`config.mk`:
```
export PLATFORM = sky130hd
export DESIGN_NAME = ecg_r_peak_heart_rate
export DESIGN_NICKNAME = d
export VERILOG_FILES = /design/src/rtl/core/ecgr_pkg.sv /design/src/rtl/core/ecgr_div.sv /design/src/rtl/core/ecg_r_peak_heart_rate.sv
export SDC_FILE = /design/constraint.sdc
export NUM_CORES = 2
export LEC_CHECK = 0
export BUFFER_PORTS_ARGS = -buffer_cell sky130_fd_sc_hd__buf_2
export CORE_MARGIN = 1.5
export CORE_UTILIZATION = 30
export CTS_CLUSTER_DIAMETER = 30
export DETAILED_ROUTE_END_ITERATION = 10
export GPL_TIMING_DRIVEN = 0
export PLACE_DENSITY_LB_ADDON = 0.12
export RECOVER_POWER = 25
export SETUP_SLACK_MARGIN = 0.4
export SLEW_MARGIN = 10
export SYNTH_ARGS = -nofsm -noshare
export SYNTH_HDL_FRONTEND = slang
export SYNTH_SLANG_ARGS = --single-unit
```
`constraint.sdc`:
```
create_clock -name clk -period 12.5 [get_ports clk]
set_input_delay 0.625 -clock clk [delete_from_list [all_inputs] [get_ports clk]]
set_output_delay 0.625 -clock clk [all_outputs]
set_load 0.05 [all_outputs]
```
`src/rtl/core/ecgr_pkg.sv`:
```
// Shared types and constants for the ECG R-peak and heart rate block.
package ecgr_pkg;

  // Field widths
  localparam int SAMPLE_BITS = 12;
  localparam int INDEX_BITS  = 24;
  localparam int COUNT_BITS  = 16;
  localparam int CFG_BITS    = 12;
  localparam int CFG_IDX_BITS = 2;
  localparam int RATE_BITS   = 24;

  // Heart rate scaling: hundredths of bpm per hertz of sampling
  localparam int CENTI_PER_MIN = 6000;
  localparam int K_BITS        = 25;                  // 6000 * 4095 fits 25 bits
  localparam int DVD_BITS      = COUNT_BITS + K_BITS; // full dividend width
  localparam int STEP_BITS     = $clog2(DVD_BITS);

  localparam logic [CFG_BITS-1:0] THRESHOLD_RESET = CFG_BITS'(1150);
  localparam logic [CFG_BITS-1:0] RATE_HZ_RESET   = CFG_BITS'(360);

  typedef logic [SAMPLE_BITS-1:0] sample_t;
  typedef logic [INDEX_BITS-1:0]  index_t;
  typedef logic [COUNT_BITS-1:0]  count_t;
  typedef logic [K_BITS-1:0]      k_t;
  typedef logic [DVD_BITS-1:0]    dvd_t;
  typedef logic [RATE_BITS-1:0]   rate_t;

  localparam rate_t RATE_MAX = '1;

  // Configuration register indexes
  typedef enum logic [CFG_IDX_BITS-1:0] {
    CFG_PEAK_THRESHOLD = 2'd0,
    CFG_SAMPLE_RATE    = 2'd1
  } cfg_idx_t;

  typedef struct packed {
    sample_t sample;
    logic    end_of_record;
  } in_item_t;

  typedef struct packed {
    logic    peak_flag;
    sample_t peak_value;
    index_t  peak_index;
    logic    rate_valid;
    rate_t   heart_rate_centi_bpm;
    logic    rate_error;
    logic    rate_saturated;
  } out_item_t;

  // Divider status back to the control
  typedef struct packed {
    logic done;
    logic sat;
  } div_stat_t;

endpackage

```
`src/rtl/core/ecgr_div.sv`:
```
// Bit-serial restoring divider with saturation of the quotient to the rate width.
module ecgr_div (
  input  logic              clk,
  input  logic              rst_n,
  input  logic              start,
  input  ecgr_pkg::dvd_t    dividend,
  input  ecgr_pkg::index_t  divisor,
  output ecgr_pkg::div_stat_t stat,
  output ecgr_pkg::rate_t   quotient
);
  import ecgr_pkg::*;

  logic                 busy_r;
  logic                 done_r;
  logic [STEP_BITS-1:0] step_r;
  dvd_t                 dvd_r;
  index_t               dsr_r;
  index_t               rem_r;
  rate_t                q_r;
  logic                 ovf_r;

  logic [INDEX_BITS:0]  shifted;
  logic [INDEX_BITS:0]  diff;
  logic                 qbit;
  index_t               rem_nxt;

  // One quotient bit per cycle, dividend bits shifted in from the top
  always_comb begin
    shifted = {rem_r, dvd_r[DVD_BITS-1]};
    diff    = shifted - {1'b0, dsr_r};
    qbit    = (shifted >= {1'b0, dsr_r});
    rem_nxt = qbit ? diff[INDEX_BITS-1:0] : shifted[INDEX_BITS-1:0];
  end

  // Control: step counter and done pulse
  always_ff @(posedge clk) begin
    if (!rst_n) begin
      busy_r <= 1'b0;
      done_r <= 1'b0;
      step_r <= '0;
    end else begin
      done_r <= 1'b0;
      if (start) begin
        busy_r <= 1'b1;
        step_r <= STEP_BITS'(DVD_BITS - 1);
      end else if (busy_r) begin
        if (step_r == '0) begin
          busy_r <= 1'b0;
          done_r <= 1'b1;
        end else begin
          step_r <= step_r - 1'b1;
        end
      end
    end
  end

  // Datapath shift registers
  always_ff @(posedge clk) begin
    if (start) begin
      dvd_r <= dividend;
      dsr_r <= divisor;
      rem_r <= '0;
      q_r   <= '0;
      ovf_r <= 1'b0;
    end else if (busy_r) begin
      dvd_r <= {dvd_r[DVD_BITS-2:0], 1'b0};
      rem_r <= rem_nxt;
      q_r   <= {q_r[RATE_BITS-2:0], qbit};
      // a set bit pushed past the top means the quotient does not fit
      ovf_r <= ovf_r | q_r[RATE_BITS-1];
    end
  end

  assign stat.done = done_r;
  assign stat.sat  = ovf_r;
  assign quotient  = ovf_r ? RATE_MAX : q_r;

endmodule

```
`src/rtl/core/ecg_r_peak_heart_rate.sv`:
```
// Top level: ECG R-peak detector with average heart rate per record.
//
// Samples enter on the in_ channel (valid/ready), one result per sample leaves
// on the out_ channel through a single output register. A sample is judged as
// a peak candidate when its right-hand neighbour arrives, so a peak shows up in
// the result of the following sample, with its value and index in the record.
// Ordinary samples: result is registered in the cycle after the request is taken,
// and a new sample is taken every cycle while the receiver keeps up.
// End of record with two or more distinct peak positions: the rate is
// count*6000*rate_hz/span, built in the multiply states ST_MULK and ST_MULP and a
// bit-serial divider of 41 steps; in_ready stays low until the result is
// registered. Other record ends are registered like ordinary samples.
// in_ready also drops while a result waits in the output register and the
// receiver stalls; nothing is lost or repeated.
// cfg_ writes are always taken and should be made while the block is idle.
// Reset (rst_n low, synchronous) loads threshold 1150, rate 360 Hz and clears
// the record state and the output valid flag.
module ecg_r_peak_heart_rate (
  input  logic                  clk,
  input  logic                  rst_n,
  input  logic                  in_valid,
  output logic                  in_ready,
  input  ecgr_pkg::in_item_t    in_data,
  output logic                  out_valid,
  input  logic                  out_ready,
  output ecgr_pkg::out_item_t   out_data,
  input  logic                  cfg_valid,
  output logic                  cfg_ready,
  input  logic [ecgr_pkg::CFG_IDX_BITS-1:0] cfg_index,
  input  logic [ecgr_pkg::CFG_BITS-1:0]     cfg_data
);
  import ecgr_pkg::*;

  typedef enum logic [3:0] {
    ST_IDLE = 4'b0001,
    ST_MULK = 4'b0010,
    ST_MULP = 4'b0100,
    ST_DIV  = 4'b1000
  } state_t;

  localparam index_t IDX_MAX = '1;
  localparam count_t CNT_MAX = '1;

  state_t  state_r, state_nxt;
  logic [CFG_BITS-1:0] thr_r, rate_hz_r;

  sample_t center_r, older_r;
  index_t  idx_r, first_r, last_r;
  count_t  cnt_r;
  logic    seen_r;

  sample_t center_nxt, older_nxt;
  index_t  idx_nxt, first_nxt, last_nxt;
  count_t  cnt_nxt;
  logic    seen_nxt;

  index_t  first_upd, last_upd, idx_upd, at;
  count_t  cnt_upd;
  logic    seen_upd, is_peak, span_zero;

  out_item_t out_r, out_nxt, item;
  logic      out_valid_r, out_valid_nxt;

  count_t  cnt_op_r;
  index_t  span_op_r;
  k_t      k_r;
  out_item_t pend_r;

  logic    accept, div_start;
  div_stat_t div_stat;
  rate_t   div_q;

  // Configuration writes
  assign cfg_ready = 1'b1;
  always_ff @(posedge clk) begin
    if (!rst_n) begin
      thr_r     <= THRESHOLD_RESET;
      rate_hz_r <= RATE_HZ_RESET;
    end else if (cfg_valid) begin
      case (cfg_index)
        CFG_PEAK_THRESHOLD: thr_r     <= cfg_data;
        CFG_SAMPLE_RATE:    rate_hz_r <= cfg_data;
        default:            ;
      endcase
    end
  end

  assign in_ready = (state_r == ST_IDLE) && (!out_valid_r || out_ready);
  assign accept   = in_valid && in_ready;

  // Peak test on the center sample and record updates
  always_comb begin
    is_peak   = (idx_r >= INDEX_BITS'(2)) && (center_r > thr_r) &&
                (center_r > older_r) && (center_r > in_data.sample);
    at        = idx_r - 1'b1;
    cnt_upd   = (is_peak && cnt_r != CNT_MAX) ? cnt_r + 1'b1 : cnt_r;
    first_upd = (is_peak && !seen_r) ? at : first_r;
    last_upd  = is_peak ? at : last_r;
    seen_upd  = seen_r | is_peak;
    idx_upd   = (idx_r != IDX_MAX) ? idx_r + 1'b1 : idx_r;
    span_zero = !seen_upd || (last_upd == first_upd);

    item = '0;
    item.peak_flag  = is_peak;
    item.peak_value = is_peak ? center_r : '0;
    item.peak_index = is_peak ? at : '0;
    if (in_data.end_of_record) begin
      item.rate_valid = 1'b1;
      item.rate_error = span_zero;
    end

    center_nxt = center_r;
    older_nxt  = older_r;
    idx_nxt    = idx_r;
    cnt_nxt    = cnt_r;
    first_nxt  = first_r;
    last_nxt   = last_r;
    seen_nxt   = seen_r;
    if (accept) begin
      if (in_data.end_of_record) begin
        center_nxt = '0;
        older_nxt  = '0;
        idx_nxt    = '0;
        cnt_nxt    = '0;
        first_nxt  = '0;
        last_nxt   = '0;
        seen_nxt   = 1'b0;
      end else begin
        center_nxt = in_data.sample;
        older_nxt  = center_r;
        idx_nxt    = idx_upd;
        cnt_nxt    = cnt_upd;
        first_nxt  = first_upd;
        last_nxt   = last_upd;
        seen_nxt   = seen_upd;
      end
    end
  end

  always_ff @(posedge clk) begin
    if (!rst_n) begin
      center_r <= '0;
      older_r  <= '0;
      idx_r    <= '0;
      cnt_r    <= '0;
      first_r  <= '0;
      last_r   <= '0;
      seen_r   <= 1'b0;
    end else begin
      center_r <= center_nxt;
      older_r  <= older_nxt;
      idx_r    <= idx_nxt;
      cnt_r    <= cnt_nxt;
      first_r  <= first_nxt;
      last_r   <= last_nxt;
      seen_r   <= seen_nxt;
    end
  end

  // Sequencer for the end-of-record rate
  always_comb begin
    state_nxt = state_r;
    case (state_r)
      ST_IDLE: if (accept && in_data.end_of_record && !span_zero) state_nxt = ST_MULK;
      ST_MULK: state_nxt = ST_MULP;
      ST_MULP: state_nxt = ST_DIV;
      ST_DIV:  if (div_stat.done) state_nxt = ST_IDLE;
      default: state_nxt = ST_IDLE;
    endcase
  end

  always_ff @(posedge clk) begin
    if (!rst_n) state_r <= ST_IDLE;
    else        state_r <= state_nxt;
  end

  // Rate operands: span and count captured at the request, scale factor next
  always_ff @(posedge clk) begin
    if (accept) begin
      cnt_op_r  <= cnt_upd;
      span_op_r <= last_upd - first_upd;
      pend_r    <= item;
    end
    if (state_r == ST_MULK) begin
      k_r <= k_t'(rate_hz_r) * k_t'(CENTI_PER_MIN);
    end
  end

  assign div_start = (state_r == ST_MULP);

  ecgr_div u_div (
    .clk      (clk),
    .rst_n    (rst_n),
    .start    (div_start),
    .dividend (dvd_t'(cnt_op_r) * dvd_t'(k_r)),
    .divisor  (span_op_r),
    .stat     (div_stat),
    .quotient (div_q)
  );

  // Output register
  always_comb begin
    out_nxt       = out_r;
    out_valid_nxt = out_valid_r && !out_ready;
    if (accept && !(in_data.end_of_record && !span_zero)) begin
      out_nxt       = item;
      out_valid_nxt = 1'b1;
    end else if (state_r == ST_DIV && div_stat.done) begin
      out_nxt = pend_r;
      out_nxt.heart_rate_centi_bpm = div_q;
      out_nxt.rate_saturated       = div_stat.sat;
      out_valid_nxt = 1'b1;
    end
  end

  always_ff @(posedge clk) begin
    if (!rst_n) out_valid_r <= 1'b0;
    else        out_valid_r <= out_valid_nxt;
    out_r <= out_nxt;
  end

  assign out_valid = out_valid_r;
  assign out_data  = out_r;

  // Checks
  a_done_in_div: assert property (@(posedge clk) disable iff (!rst_n)
    div_stat.done |-> state_r == ST_DIV)
    else $error("divider finished outside the divide state");

  a_out_free_at_done: assert property (@(posedge clk) disable iff (!rst_n)
    (state_r == ST_DIV && div_stat.done) |-> !out_valid_r)
    else $error("rate result would overwrite a pending result");

  a_sat_value: assert property (@(posedge clk) disable iff (!rst_n)
    (out_valid_r && out_r.rate_saturated) |-> out_r.heart_rate_centi_bpm == RATE_MAX)
    else $error("saturated rate not at full scale");

  a_record_cleared: assert property (@(posedge clk) disable iff (!rst_n)
    (accept && in_data.end_of_record) |=> (idx_r == '0 && !seen_r && cnt_r == '0))
    else $error("record state not cleared after end of record");

endmodule
```
==> flow_summary.toml <==
[drt]
wl_per_cell_um = 18.2
drt_iter0_drc = 1341
vias_per_cell = 4.62
dr.pass1.iters = 5
ant_nets = 0
post-route-drc-count = 0
vias = 24800
wl_mm = 97.7

[timing]
fin_tns_setup_ns = 0
fin_skew_ns = 0.0724
worstMarginPinSlew_ns = 2.63
hold_viol = 0
slew_viol_final = 46
layout_min_cycle_time_ns = 8.34
slew_headroom = -0.752
max_freq_ghz = 0.120
setup_viol = 0
rsz0062_at_grt = "no"
timing.final.crit_share = 0.667

[finish]
area_growth_pct = 19.6
nets = 4369
layout-drive-gt1-share = 0.0814
diodes = 0
n_fill_cell = 11400
fin_util = 0.361

[global_routing]
grt_pass1_vias = 26000
grt_pass1_wl_mm = 153
grt_use_total = 0.176
grt_antenna_before_repair = 1
grt_max_degree = 47
grt.overflow.total = 0

[power_and_ir_drop]
internal_power_mw = 4.34
p_leak_nw = 17.4
pwr-share-clk = 0.483
sequentialPowerShare = 0.236
power_switching_mw = 2.08
pwr-share-comb = 0.281
vdd.ir_drop.worst_mv = 0.129
netSwitchingFraction = 0.324
power.density_nw_per_um2 = 161
finalPower_mw = 6.42

[cts]
holdBufCountCts = 0
postCtsSetupRepairBufs = 0
cts-resized-gates = 0
cts_max_level = 3
cts_buffer_depth = 3
path_clk_slew_ns = 0.05
cts.sinks = 424
cts_tree = "done"
numCtsBuffers = 117
clk_latency_ns = 0.71
root_buffer = "clkbuf_16"

[die]
placementRows = 122
start_util = 0.302
coreArea_um2 = 110000
die-area_um2 = 113000
die_h_um = 336
pin_count = 99
fp.dieW_um = 336

[setup_path]
cpMostUsedCell = "fa_1"
crit_path_start_kind = "flop"
slowest_stage = "clkbuf_1"
path_buf_inv = 6
critPathKind = "flop to flop"
cp_max_fo = 10
crit_chain = "clkbuf_1 > nand2_1 > fa_1 > inv_1 > fa_1 > fa_1 > inv_1 > fa_1 > inv_1 > fa_1 > inv_1 > fa_1 > inv_1 > ha_1 > nand2_1 > or3_1 > o221ai_1 > a211oi_1 > o311a_1 > nor3_1 > a31oi_1 > xor2_1 > o21ai_0"
end_kind = "flop"
critPathMaxStageDelay_ns = 0.66
required_ns = 12.96
critPathTopFamily = "adder cells"
worstPathArrival_ns = 8.80

[logic_synthesis]
synth_top_area_cell = "fa_1"
ys.flop_type = "dfxtp_1"
synth_area_leaders = "fa_1, edfxtp_1, dfxtp_1"
synthCells = 3547
synth_top_cells_by_count = "inv_1, nand2_1, fa_1"
syn_avg_cell_area_um2 = 9.40
yosysUniqueCellTypes = 78
synth_edf_count = 200
syn_area_um2 = 33300
ys_seq_area_frac = 0.315
syn_nets = 4148
synth_most_common_cell = "inv_1"
yosysTopAreaCellShare = 0.189
postSynth.asyncResetShare = 0
yosysWarnings = 0
ys_seq_elements = 424

[outcome]
status = "finished with violations"
violations = "max-capacitance violations, max-slew violations"

[min_path]
min_path_type = "primary input to flop"

[place]
port-buffer-count = 96
dp_hpwl_mm = 76.0
gp_congestion = 0.847

[flow_run]
maxCapViolations = 1
## cells by family (layout without fill, tap and decap cells)
group / count (synthesis) / after routing / synth area share
DFF: 424 / 424 / 0.315
AOI/OAI and AO/OA: 573 / 573 / 0.106
buffers and inverters: 652 / 976 / 0.0752
and+or+nand+nor: 1143 / 1143 / 0.168
adders and majority gates: 569 / 569 / 0.284
other: 1 / 1 / 0.000112
muxes: 46 / 46 / 0.0139
xor gates and xnor gates: 139 / 139 / 0.0371
## layout make-up
class	count	area (µm²)	area share
tap	1488	1860	0.0467
sequential	424	10500	0.263
clock inverter	87	1100	0.0276
multi-input combinational	2471	20400	0.511
timing repair buffer	102	474	0.0119
buffer	163	673	0.0169
inverter	489	1840	0.0460
clock buffer	135	3080	0.0771
## layer usage
| layer | part of all wire | track usage | routed length [µm] | up-vias |
|---|---|---|---|---|
| li1 | - | - | - | 12200 |
| met1 | 0.48 | 0.238 | 46600 | 12000 |
| met2 | 0.46 | 0.289 | 45000 | 447 |
| met3 | 0.038 | 0.0261 | 3660 | 117 |
| met4 | 0.025 | 0.0552 | 2400 | 0 |
| met5 | 0 | 0 | 0 | - |
## through the flow
step | setup WS [ns] | hold WS (ns) | instances | area, µm²
detailed placement | 4.05 | 0.405 | 5137 | 35800
global route | 3.72 | 0.140 | 5359 | 39900
global placement | 0.636 | 0.403 | 5131 | 35700
floorplan | 4.78 | 0.400 | 3547 | 33300
finish | 4.16 | 0.165 | 5359 | 39900
CTS | 4.06 | 0.0941 | 5359 | 40000
## placed cells by master, fill, tap and decap left out, types with 11 or more instances in the layout
cell        instances
a211oi_1           12
a21boi_0           32
a21o_1             69
a21oi_1           153
a22oi_1            27
a31oi_1            17
and2_1            169
and3_1             16
buf_2              39
bufinv_16          18
clkbuf_1          213
clkbuf_16         117
clkinv_2           25
clkinv_4           11
clkinvlp_4         17
dfxtp_1           224
edfxtp_1          200
fa_1              314
ha_1              255
inv_1             487
mux2i_1            43
nand2_1           427
nand3_1            42
nand4_1            26
nor2_1            177
nor2b_1            79
nor3_1             99
nor3_2             24
o211ai_1           13
o21a_1             16
o21ai_0           141
o21ai_1            29
or3_1              26
xnor2_1            83
xor2_1             55
## final timing paths
check | cells after the start | slack, ns | to | from
worst min register to register | 0 | 0.42 | u_div.dsr_r[18] | span_op_r[18]
worst min-delay path | 1 | 0.17 | pend_r[26] | in_data[0]
worst max register to register | 23 | 4.16 | u_div.dvd_r[39] | k_r[10]
worst max-delay path | 23 | 4.16 | u_div.dvd_r[39] | k_r[10]
## sequential cells by signal, summed over array words and instances (netlist names), 21 cells and up
name         cells
u_div.dsr_r     24
last_r          24
out_data        64
first_r         24
u_div.dvd_r     37
k_r             21
pend_r          39
u_div.q_r       24
u_div.rem_r     24
span_op_r       24
idx_r           24
## power groups by stage
stage,clock (mW),combinational [mW],sequential (mW)
after global routing,3.24,2.07,1.52
after CTS,3.16,1.85,1.52
final,3.10,1.80,1.52
after detailed placement,0,1.83,1.54
after floorplan,0,1.30,1.56
after global placement,0,1.84,1.54
(Power assumes the default switching activity.)
